File: src/rtl/gss_pkg.sv
// gss_pkg: shared widths, register codes, angle constants and the pipeline control type
// for the gimbal setpoint shaper; no dependencies
package gss_pkg;

    localparam int ANGLE_W = 31;
    localparam int TARGET_W = 32;
    localparam int LIMIT_W = 19;
    localparam int CFG_IDX_W = 2;
    localparam int ANGLE_FRAC_BITS_DEF = 16;
    localparam int ANGLE_FRAC_BITS_MIN = 8;
    localparam int ANGLE_FRAC_BITS_MAX = 24;

    // s0 input register through s4 remainder register, then the result register
    localparam int PIPE_STAGES = 5;

    localparam logic [CFG_IDX_W-1:0] CFG_YAW_CENTER = 2'd0;
    localparam logic [CFG_IDX_W-1:0] CFG_PITCH_CENTER = 2'd1;
    localparam logic [CFG_IDX_W-1:0] CFG_PITCH_LIMIT = 2'd2;

    // 2*pi scaled by 2^32
    localparam logic [63:0] TWO_PI_2P32 = 64'd26986075409;

    typedef struct packed {
        logic [PIPE_STAGES:0]   load;
        logic [PIPE_STAGES-1:0] valid;
    } pipe_ctrl_t;

    function automatic logic [63:0] two_pi_q(input int frac);
        return (TWO_PI_2P32 + (64'd1 << (31 - frac))) >> (32 - frac);
    endfunction

    function automatic logic [63:0] pi_q(input int frac);
        return (TWO_PI_2P32 + (64'd1 << (32 - frac))) >> (33 - frac);
    endfunction

    function automatic logic [63:0] quarter_pi_q(input int frac);
        return (TWO_PI_2P32 + (64'd1 << (34 - frac))) >> (35 - frac);
    endfunction

    // remainder before correction stays below twice the modulus
    function automatic int rem_width(input int frac);
        return $clog2(2 * two_pi_q(frac));
    endfunction

endpackage

File: src/rtl/gss_cfg_regs.sv
// gss_cfg_regs: center and pitch limit configuration registers
// depends on gss_pkg
module gss_cfg_regs
    import gss_pkg::*;
#(
    parameter int ANGLE_FRAC_BITS = ANGLE_FRAC_BITS_DEF
)
(
    input  logic                       clk,
    input  logic                       rst_n,
    input  logic                       cfg_valid,
    output logic                       cfg_ready,
    input  logic [CFG_IDX_W-1:0]       cfg_index,
    input  logic [ANGLE_W-1:0]         cfg_data,
    output logic signed [ANGLE_W-1:0]  yaw_center,
    output logic signed [ANGLE_W-1:0]  pitch_center,
    output logic [LIMIT_W-1:0]         pitch_limit
);

    localparam logic [63:0] LIMIT_RESET64 = quarter_pi_q(ANGLE_FRAC_BITS);
    localparam logic [LIMIT_W-1:0] LIMIT_RESET = LIMIT_RESET64[LIMIT_W-1:0];

    logic signed [ANGLE_W-1:0] yaw_center_reg;
    logic signed [ANGLE_W-1:0] pitch_center_reg;
    logic [LIMIT_W-1:0]        pitch_limit_reg;
    logic                      wr;

    assign cfg_ready = 1'b1;
    assign wr = cfg_valid && cfg_ready;

    always_ff @(posedge clk or negedge rst_n)
    begin
        if (!rst_n)
        begin
            yaw_center_reg   <= '0;
            pitch_center_reg <= '0;
            pitch_limit_reg  <= LIMIT_RESET;
        end
        else if (wr)
        begin
            unique case (cfg_index)
                CFG_YAW_CENTER:   yaw_center_reg <= cfg_data;
                CFG_PITCH_CENTER: pitch_center_reg <= cfg_data;
                CFG_PITCH_LIMIT:  pitch_limit_reg <= cfg_data[LIMIT_W-1:0];
                default:          ;
            endcase
        end
    end

    assign yaw_center   = yaw_center_reg;
    assign pitch_center = pitch_center_reg;
    assign pitch_limit  = pitch_limit_reg;

endmodule

File: src/rtl/gss_pipe_ctrl.sv
// gss_pipe_ctrl: stage valid bits and load enables for the setpoint pipeline
// depends on gss_pkg
module gss_pipe_ctrl
    import gss_pkg::*;
(
    input  logic       clk,
    input  logic       rst_n,
    input  logic       in_valid,
    output logic       in_ready,
    output logic       out_valid,
    input  logic       out_ready,
    output pipe_ctrl_t ctrl
);

    logic [PIPE_STAGES-1:0] valid_reg;
    logic [PIPE_STAGES-1:0] valid_next;
    logic                   out_valid_reg;
    logic                   out_valid_next;
    logic [PIPE_STAGES:0]   adv;
    logic [PIPE_STAGES:0]   load;

    // a stage moves on when the next one is empty or moving too
    always_comb
    begin
        adv[PIPE_STAGES] = out_valid_reg && out_ready;
        for (int i = PIPE_STAGES - 1; i >= 0; i--)
        begin
            if (i == PIPE_STAGES - 1)
                adv[i] = valid_reg[i] && (!out_valid_reg || out_ready);
            else
                adv[i] = valid_reg[i] && (!valid_reg[i + 1] || adv[i + 1]);
        end
    end

    assign in_ready = !valid_reg[0] || adv[0];

    always_comb
    begin
        load[0] = in_valid && in_ready;
        for (int i = 1; i <= PIPE_STAGES; i++)
            load[i] = adv[i - 1];
        for (int i = 0; i < PIPE_STAGES; i++)
            valid_next[i] = load[i] || (valid_reg[i] && !adv[i]);
        out_valid_next = load[PIPE_STAGES] || (out_valid_reg && !adv[PIPE_STAGES]);
    end

    always_ff @(posedge clk or negedge rst_n)
    begin
        if (!rst_n)
        begin
            valid_reg     <= '0;
            out_valid_reg <= 1'b0;
        end
        else
        begin
            valid_reg     <= valid_next;
            out_valid_reg <= out_valid_next;
        end
    end

    assign out_valid  = out_valid_reg;
    assign ctrl.load  = load;
    assign ctrl.valid = valid_reg;

endmodule

File: src/rtl/gss_yaw_path.sv
// gss_yaw_path: yaw error and its truncated remainder by two pi, via reciprocal multiply
// depends on gss_pkg and the load enables of gss_pipe_ctrl
module gss_yaw_path
    import gss_pkg::*;
#(
    parameter int ANGLE_FRAC_BITS = ANGLE_FRAC_BITS_DEF,
    localparam int REM_W = rem_width(ANGLE_FRAC_BITS)
)
(
    input  logic                      clk,
    input  pipe_ctrl_t                ctrl,
    input  logic signed [ANGLE_W-1:0] yaw_center,
    input  logic signed [ANGLE_W-1:0] yaw_request,
    input  logic signed [ANGLE_W-1:0] measured_yaw,
    output logic [REM_W-1:0]          rem,
    output logic                      rem_neg,
    output logic signed [ANGLE_W-1:0] rem_meas
);

    localparam logic [63:0] MOD64 = two_pi_q(ANGLE_FRAC_BITS);
    localparam logic [63:0] RECIP64 = (64'd1 << 32) / MOD64;
    localparam logic [31:0] MOD32 = MOD64[31:0];
    localparam logic [31:0] RECIP32 = RECIP64[31:0];
    localparam logic [REM_W-1:0] MOD_R = MOD64[REM_W-1:0];

    // s0
    logic signed [ANGLE_W-1:0] yreq0_reg;
    logic signed [ANGLE_W-1:0] meas0_reg;
    // s1
    logic [31:0]               mag1_reg;
    logic                      neg1_reg;
    logic signed [ANGLE_W-1:0] meas1_reg;
    // s2
    logic [31:0]               quot2_reg;
    logic [31:0]               mag2_reg;
    logic                      neg2_reg;
    logic signed [ANGLE_W-1:0] meas2_reg;
    // s3
    logic [31:0]               qmod3_reg;
    logic [31:0]               mag3_reg;
    logic                      neg3_reg;
    logic signed [ANGLE_W-1:0] meas3_reg;
    // s4
    logic [REM_W-1:0]          rem4_reg;
    logic                      neg4_reg;
    logic signed [ANGLE_W-1:0] meas4_reg;

    logic signed [32:0] raw;
    logic [32:0]        raw_abs;
    logic [63:0]        recip_prod;
    logic [63:0]        qmod_prod;
    logic [31:0]        rem_pre;
    logic [REM_W-1:0]   rem_next;

    always_comb
    begin
        raw = 33'(yreq0_reg) + 33'(yaw_center) - 33'(meas0_reg);
        raw_abs = raw[32] ? 33'(-raw) : 33'(raw);
        recip_prod = {32'd0, mag1_reg} * {32'd0, RECIP32};
        qmod_prod = {32'd0, quot2_reg} * {32'd0, MOD32};
        rem_pre = mag3_reg - qmod3_reg;
        if (rem_pre[REM_W-1:0] >= MOD_R)
            rem_next = rem_pre[REM_W-1:0] - MOD_R;
        else
            rem_next = rem_pre[REM_W-1:0];
    end

    always_ff @(posedge clk)
    begin
        if (ctrl.load[0])
        begin
            yreq0_reg <= yaw_request;
            meas0_reg <= measured_yaw;
        end
        if (ctrl.load[1])
        begin
            mag1_reg  <= raw_abs[31:0];
            neg1_reg  <= raw[32];
            meas1_reg <= meas0_reg;
        end
        if (ctrl.load[2])
        begin
            quot2_reg <= recip_prod[63:32];
            mag2_reg  <= mag1_reg;
            neg2_reg  <= neg1_reg;
            meas2_reg <= meas1_reg;
        end
        if (ctrl.load[3])
        begin
            qmod3_reg <= qmod_prod[31:0];
            mag3_reg  <= mag2_reg;
            neg3_reg  <= neg2_reg;
            meas3_reg <= meas2_reg;
        end
        if (ctrl.load[4])
        begin
            rem4_reg  <= rem_next;
            neg4_reg  <= neg3_reg;
            meas4_reg <= meas3_reg;
        end
    end

    assign rem      = rem4_reg;
    assign rem_neg  = neg4_reg;
    assign rem_meas = meas4_reg;

endmodule

File: src/rtl/gss_pitch_path.sv
// gss_pitch_path: pitch offset by center and clamped to the travel limit
// depends on gss_pkg and the load enables of gss_pipe_ctrl
module gss_pitch_path
    import gss_pkg::*;
(
    input  logic                       clk,
    input  pipe_ctrl_t                 ctrl,
    input  logic signed [ANGLE_W-1:0]  pitch_center,
    input  logic [LIMIT_W-1:0]         pitch_limit,
    input  logic signed [ANGLE_W-1:0]  pitch_request,
    output logic signed [TARGET_W-1:0] pitch_out
);

    logic signed [ANGLE_W-1:0]  preq0_reg;
    logic signed [TARGET_W-1:0] psum1_reg;
    logic signed [TARGET_W-1:0] pitch2_reg;
    logic signed [TARGET_W-1:0] pitch3_reg;
    logic signed [TARGET_W-1:0] pitch4_reg;

    logic signed [TARGET_W-1:0] psum;
    logic signed [TARGET_W-1:0] hi;
    logic signed [TARGET_W-1:0] lo;
    logic signed [TARGET_W-1:0] clamped;

    always_comb
    begin
        psum = TARGET_W'(preq0_reg) + TARGET_W'(pitch_center);
        hi = TARGET_W'(pitch_center) + $signed({{(TARGET_W-LIMIT_W){1'b0}}, pitch_limit});
        lo = TARGET_W'(pitch_center) - $signed({{(TARGET_W-LIMIT_W){1'b0}}, pitch_limit});
        priority if (psum1_reg < lo)
            clamped = lo;
        else if (psum1_reg > hi)
            clamped = hi;
        else
            clamped = psum1_reg;
    end

    always_ff @(posedge clk)
    begin
        if (ctrl.load[0])
            preq0_reg <= pitch_request;
        if (ctrl.load[1])
            psum1_reg <= psum;
        if (ctrl.load[2])
            pitch2_reg <= clamped;
        if (ctrl.load[3])
            pitch3_reg <= pitch2_reg;
        if (ctrl.load[4])
            pitch4_reg <= pitch3_reg;
    end

    assign pitch_out = pitch4_reg;

endmodule

File: src/rtl/gimbal_setpoint_shaper_unit.sv
// Gimbal setpoint shaper: turns relative yaw/pitch requests into physical setpoints.
// One item is accepted per cycle unless the output stalls; it passes through the input
// register s0, stages s1 to s4, then the result register; depth is set by the two
// registered multiplies of the yaw remainder by two pi and its correction step. A stalled
// result holds the full stages directly behind it; stages behind a gap still advance.
// A rejected yaw request returns the held yaw target. No clearing pass after reset.
// Depends on gss_pkg, gss_cfg_regs, gss_pipe_ctrl, gss_yaw_path and gss_pitch_path.
module gimbal_setpoint_shaper_unit
    import gss_pkg::*;
#(
    parameter int ANGLE_FRAC_BITS = ANGLE_FRAC_BITS_DEF
)
(
    input  logic                       clk,
    input  logic                       rst_n,
    input  logic                       cfg_valid,
    output logic                       cfg_ready,
    input  logic [CFG_IDX_W-1:0]       cfg_index,
    input  logic [ANGLE_W-1:0]         cfg_data,
    input  logic                       in_valid,
    output logic                       in_ready,
    input  logic signed [ANGLE_W-1:0]  yaw_request,
    input  logic signed [ANGLE_W-1:0]  pitch_request,
    input  logic signed [ANGLE_W-1:0]  measured_yaw,
    output logic                       out_valid,
    input  logic                       out_ready,
    output logic signed [TARGET_W-1:0] yaw_target,
    output logic signed [TARGET_W-1:0] pitch_target,
    output logic                       yaw_accepted
);

    localparam int REM_W = rem_width(ANGLE_FRAC_BITS);
    localparam logic [63:0] PI64 = pi_q(ANGLE_FRAC_BITS);
    localparam logic [TARGET_W-1:0] PI_T = PI64[TARGET_W-1:0];
    localparam logic [63:0] MOD64 = two_pi_q(ANGLE_FRAC_BITS);
    localparam logic [REM_W-1:0] MOD_R = MOD64[REM_W-1:0];

    pipe_ctrl_t                ctrl;
    logic signed [ANGLE_W-1:0] yaw_center;
    logic signed [ANGLE_W-1:0] pitch_center;
    logic [LIMIT_W-1:0]        pitch_limit;
    logic [REM_W-1:0]          rem;
    logic                      rem_neg;
    logic signed [ANGLE_W-1:0] rem_meas;
    logic signed [TARGET_W-1:0] pitch_out;

    logic signed [TARGET_W-1:0] yaw_target_reg;
    logic signed [TARGET_W-1:0] yaw_target_next;
    logic signed [TARGET_W-1:0] pitch_target_reg;
    logic                       yaw_accepted_reg;
    logic signed [TARGET_W-1:0] held_yaw_target_reg;
    logic signed [TARGET_W-1:0] held_yaw_target_next;

    logic [TARGET_W-1:0]        rem_ext;
    logic signed [TARGET_W-1:0] delta;
    logic signed [TARGET_W-1:0] new_yaw;
    logic                       yaw_ok;

    gss_cfg_regs #(
        .ANGLE_FRAC_BITS(ANGLE_FRAC_BITS)
    ) u_cfg (
        .clk          (clk),
        .rst_n        (rst_n),
        .cfg_valid    (cfg_valid),
        .cfg_ready    (cfg_ready),
        .cfg_index    (cfg_index),
        .cfg_data     (cfg_data),
        .yaw_center   (yaw_center),
        .pitch_center (pitch_center),
        .pitch_limit  (pitch_limit)
    );

    gss_pipe_ctrl u_ctrl (
        .clk       (clk),
        .rst_n     (rst_n),
        .in_valid  (in_valid),
        .in_ready  (in_ready),
        .out_valid (out_valid),
        .out_ready (out_ready),
        .ctrl      (ctrl)
    );

    gss_yaw_path #(
        .ANGLE_FRAC_BITS(ANGLE_FRAC_BITS)
    ) u_yaw (
        .clk          (clk),
        .ctrl         (ctrl),
        .yaw_center   (yaw_center),
        .yaw_request  (yaw_request),
        .measured_yaw (measured_yaw),
        .rem          (rem),
        .rem_neg      (rem_neg),
        .rem_meas     (rem_meas)
    );

    gss_pitch_path u_pitch (
        .clk           (clk),
        .ctrl          (ctrl),
        .pitch_center  (pitch_center),
        .pitch_limit   (pitch_limit),
        .pitch_request (pitch_request),
        .pitch_out     (pitch_out)
    );

    // signed remainder follows the sign of the yaw error
    always_comb
    begin
        rem_ext = {{(TARGET_W-REM_W){1'b0}}, rem};
        yaw_ok = rem_ext <= PI_T;
        delta = rem_neg ? -$signed(rem_ext) : $signed(rem_ext);
        new_yaw = TARGET_W'(rem_meas) + delta;
        yaw_target_next = yaw_ok ? new_yaw : held_yaw_target_reg;
        held_yaw_target_next = held_yaw_target_reg;
        if (ctrl.load[PIPE_STAGES] && yaw_ok)
            held_yaw_target_next = new_yaw;
    end

    always_ff @(posedge clk or negedge rst_n)
    begin
        if (!rst_n)
            held_yaw_target_reg <= '0;
        else
            held_yaw_target_reg <= held_yaw_target_next;
    end

    always_ff @(posedge clk)
    begin
        if (ctrl.load[PIPE_STAGES])
        begin
            yaw_target_reg   <= yaw_target_next;
            pitch_target_reg <= pitch_out;
            yaw_accepted_reg <= yaw_ok;
        end
    end

    assign yaw_target   = yaw_target_reg;
    assign pitch_target = pitch_target_reg;
    assign yaw_accepted = yaw_accepted_reg;

    // a result beat always carries the target now held
    a_target_is_held: assert property (@(posedge clk) disable iff (!rst_n)
        out_valid |-> yaw_target_reg == held_yaw_target_reg)
        else $error("yaw target differs from held target");

    // held target only moves when a result is loaded
    a_held_only_on_load: assert property (@(posedge clk) disable iff (!rst_n)
        !ctrl.load[PIPE_STAGES] |=> $stable(held_yaw_target_reg))
        else $error("held yaw target changed without a result");

    // a rejected request leaves the held target alone
    a_reject_keeps_held: assert property (@(posedge clk) disable iff (!rst_n)
        ctrl.load[PIPE_STAGES] && !yaw_ok |=> $stable(held_yaw_target_reg))
        else $error("rejected yaw request changed held target");

    // corrected remainder is below the modulus
    a_rem_in_range: assert property (@(posedge clk) disable iff (!rst_n)
        ctrl.valid[PIPE_STAGES-1] |-> rem < MOD_R)
        else $error("yaw remainder not reduced");

endmodule

File: config.mk
export PLATFORM = sky130hd
export DESIGN_NAME = gimbal_setpoint_shaper_unit
export DESIGN_NICKNAME = d
export VERILOG_FILES = /design/src/rtl/gss_pkg.sv /design/src/rtl/gss_cfg_regs.sv /design/src/rtl/gss_pipe_ctrl.sv /design/src/rtl/gss_yaw_path.sv /design/src/rtl/gss_pitch_path.sv /design/src/rtl/gimbal_setpoint_shaper_unit.sv
export SDC_FILE = /design/constraint.sdc
export NUM_CORES = 2
export LEC_CHECK = 0
export ABC_AREA = 1
export BUFFER_PORTS_ARGS = -buffer_cell sky130_fd_sc_hd__buf_2
export CELL_PAD_IN_SITES_DETAIL_PLACEMENT = 1
export CELL_PAD_IN_SITES_GLOBAL_PLACEMENT = 2
export CORE_ASPECT_RATIO = 0.9
export CORE_MARGIN = 5
export CORE_UTILIZATION = 41
export CTS_BUF_LIST = sky130_fd_sc_hd__clkbuf_4
export DETAILED_ROUTE_END_ITERATION = 7
export GPL_TIMING_DRIVEN = 0
export PLACE_DENSITY_LB_ADDON = 0.1
export SLEW_MARGIN = 20
export SYNTH_ARGS = -nofsm -noshare
export SYNTH_HDL_FRONTEND = slang
export SYNTH_SLANG_ARGS = --single-unit
File: constraint.sdc
create_clock -name clk -period 7.77 [get_ports clk]
set_input_delay 1.554 -clock clk [delete_from_list [all_inputs] [get_ports clk]]
set_output_delay 1.554 -clock clk [all_outputs]
set_load 0.02 [all_outputs]
==> results.txt <==
The run finished with clean final reports. Wire segments on met3 add up to roughly 7000 um in the final route. The worst slack at placement came out at ~2.1 ns. Ranked by total cell area, the synthesized netlist is headed by edfxtp_1 34%, ha_1 11%, fa_1 11%, inv_1 8.9%, nand2_1 8.8%. The number of top-level pins is 199. Counting flops with a built-in enable in the synthesized netlist gives 540. After detailed routing, the wire length on met1 is around 73000 um. The largest net degree at the start of global routing came out at 77. The number of port buffers came out at just under 200. The net count of the finished layout is between 6000 and 7000. The number of hold violations in the final report came to 0. The area fraction of the dominant cell type after synthesis came out at 34.2%. Clock-pin slew was measured on the worst setup and hold paths at approximately 0.070 ns.

The detailed-routing iteration count for the pre-antenna-repair pass came out at 7. Counting the buffers created by CTS gives around 180. The setup-violating endpoint count in the final report is 0.

The overall global routing resource usage is approximately 24%. At the worst endpoint, the required time is roughly 8.7 ns. The die outline height came out at roughly 330 um. The worst hold path belongs to the class primary input to async pin. The tree is rooted in a clkbuf_4. The aggregate routed wire length came out at about 150000 um. The predominant post-synthesis flop cell is edfxtp_1. Buffers added to address setup during post-CTS repair amount to 0. The netlist area before placement is between 40000 and 50000 um^2. In this design, the stage delay of the slowest critical-path cell is 0.60 ns. For this run the aggregate overflow at the end of global routing stands at 0. The clock net in this run drives a total of between 600 and 700 sinks. The synthesized design contains between 600 and 700 register bits. The number of warnings issued by yosys came out at 0. The final critical path time including I/O delays and setup is roughly 5.7 ns. In this run the horizontal extent of the chip is 369 um. The critical path's most frequent cell is nand2_1. In the final routed layout, each cell accounts on average for roughly 20 um. On the critical path, the stage with the largest delay is an instance of dfrtp_1. The maximum achievable frequency came out at about 170 MHz. The final weighted congestion in routability-driven placement is between 0.8 and 0.9. The initial DRC count is roughly 2000. The number of remaining DRC errors came out at 0.

The quantity of hold-fixing buffers added after cts is 0. The maximum number of buffers from clock root to sink is 3. The portion of the post-synthesis area used by sequential elements is between 40% and 50%. The endpoint identified for the worst register-to-register timing path is u_pitch.pitch2_reg[15]. The transition time at the pin with the least slew margin is just over 0.9 ns.

Following the worst setup path forward leads to its endpoint at u_pitch.pitch2_reg[15]. The routed length on met2 came out at between 60000 and 70000 um. Tracing the worst setup path back leads to its startpoint at u_cfg.pitch_center[1]. The post-route fraction of the period consumed by the critical path came out at between 70% and 80%.

Setup repair after global routing left no endpoint under its margin. Setup slack on the critical path of the routed design comes to 2.03 ns. The core region is about 120000 um^2. The relative slew slack is roughly 38%. STA classifies the critical path startpoint as a flip-flop.

The number of nets produced by synthesis came out at between 6000 and 7000. The number of instances in the synthesized netlist came out at 5242. The floorplan die area is between 100000 and 150000 um^2. Traced cell by cell, the critical path runs through inv_1 > fa_1 > nand3b_1 > nand2_1 > a21oi_1 > o21ai_1 > a21oi_1 > o21ai_1 > xor2_1 > inv_1 > ha_1 > nand4_1 > nor3_1 > o21a_1 > o21ai_0 > nand2_1 > nand2_1 > nand2_1 > clkbuf_1 > buf_2 > nand2_1 > nand2_1. The row count is between 100 and 150. The number of global-route vias before repair is ~39000.

The average vias per placed instance came out at 5.01. The number of different library cells used by synthesis comes to slightly below 60. The clock network latency to the later pin of the worst-skew pair came out at 1.16 ns. The post-synthesis to final-layout area growth came out at 12.1%. The worst setup path is of the flip-flop to flip-flop kind. The starting utilization of the core area is 41.3%. In this run the critical register-to-register path is launched from u_cfg.pitch_center[1].

In this run, post-CTS repair resized a total of 0 instances. The average instance in the mapped netlist occupies between 9 and 10 um^2. Ranked by instance count, the synthesized netlist is headed by 1130 x inv_1, 1112 x nand2_1, 540 x edfxtp_1.

Routed signal wires occupy layers up through met5. The cell type with the highest aggregate area in the netlist is edfxtp_1. The reg-to-reg setup timing slack is ~2 ns. The worst setup path is captured at a flip-flop. The max-capacitance violation count is 0. By instance count, the leading cell after synthesis is inv_1. The arrival time at the worst endpoint came out at 6.70 ns. The antenna violation net count after detailed routing is 0.

The HPWL reported at the end of detailed placement came out at 125000 um. The worst-case reg-to-reg path depth came out at 22. The H-tree was split into 4 levels.

Between clock sinks in the finished design, the worst skew comes to about 0.11 ns. The max-slew violation total from the final report is 0. The share of layout cells above drive strength 1 came out at between 10% and 20%.

The wire length of the first global-routing pass came out at about 230000 um. The number of antenna violations at the first check in global routing is 18. The clock tree from TritonCTS is yes. The top fanout value on the critical path is 10. The total via count in the routed design came out at about 37000. The async set-reset flop share out of synthesis came out at between 10% and 20%.
worst max-delay path, delay by kind of cell, from the launching register on:
kind	cells	cell delay, ns
flops	1	0.60
xor+xnor	1	0.45
simple gates	9	1.19
buf+inv	4	1.10
compound gates	6	1.36
fa+ha+maj	2	0.84
placed cells by master (no fill, tap or decap), types with 7 or more instances in the layout:
cell	n
inv_1	1127
nand2_1	1112
edfxtp_1	540
ha_1	431
nor2_1	288
o21ai_0	264
fa_1	261
clkbuf_4	259
a21oi_1	258
buf_2	211
nand3_1	209
xor2_1	145
dfrtp_1	114
nand4_1	77
xnor2_1	46
nor3_1	46
clkbuf_1	45
clkinv_1	44
a31oi_1	20
o21bai_1	19
nand2_2	18
nand3b_1	15
o21ai_1	15
o21a_1	15
a21o_1	14
nor4_1	14
clkinv_2	14
o211ai_1	12
nor2_2	11
or2_2	11
diode_2	9
a21boi_0	8
buf_16	7
worst min-delay path by stage:
stage | from | end | depth (start not counted)
floorplan | u_pitch.pitch_out[0] | pitch_target[0] | 0
global placement | u_yaw.meas1_reg[11] | u_yaw.meas2_reg[11] | 0
detailed placement | u_yaw.meas3_reg[13] | u_yaw.rem_meas[13] | 0
CTS | rst_n | u_cfg.pitch_center[1] | 1
global route | rst_n | u_cfg.pitch_center[1] | 1
finish | rst_n | u_cfg.pitch_center[1] | 1
through the flow:
| step | instances | hold slack, ns | utilization (%) | cell area, um^2 | setup TNS, ns |
|---|---|---|---|---|---|
| detailed placement | 6953 | 0.406 | 44.1 | 50700 | 0 |
| finish | 7298 | 0.301 | 46.3 | 53200 | 0 |
| global placement | 6939 | 0.400 | 43.8 | 50300 | -256.76 |
| floorplan | 5242 | 0.400 | - | 47500 | 0 |
| global route | 7296 | 0.242 | 46.3 | 53200 | 0 |
| CTS | 7289 | 0.181 | 46.3 | 53200 | 0 |
kinds of logic (layout without fill, tap and decap cells):
kind of cell	Yosys count	after routing	synth area share, %
buf+inv	1205	1752	9.65
flops	659	659	40.5
compound gates	660	660	7.64
other cells	1	10	0.00790
simple gates	1830	1830	16.2
xor+xnor	195	195	3.66
fa+ha+maj	692	692	22.4
final cells by class:
cell class              instances  area [um^2]
diodes                          9         22.5
plain buffers                  71          323
clock buffers                 259         1940
clock inverters                77          551
fillers                     13600        61800
inverters                    1134         4270
multi-input cells            3378        23700
flip-flops and latches        659        19200
well taps                    1500         1880
repair buffers                211         1320
per-layer routing:
layer  GRT usage [%]  vias up
li1                -    17800
met4            5.89        2
met3            3.81      146
met1            36.1    17900
met5               0        -
met2            37.7      682
Power is left out: the tool's default activity adds up to more than one toggle a clock period on the data nets, which glitch-free logic cannot reach.
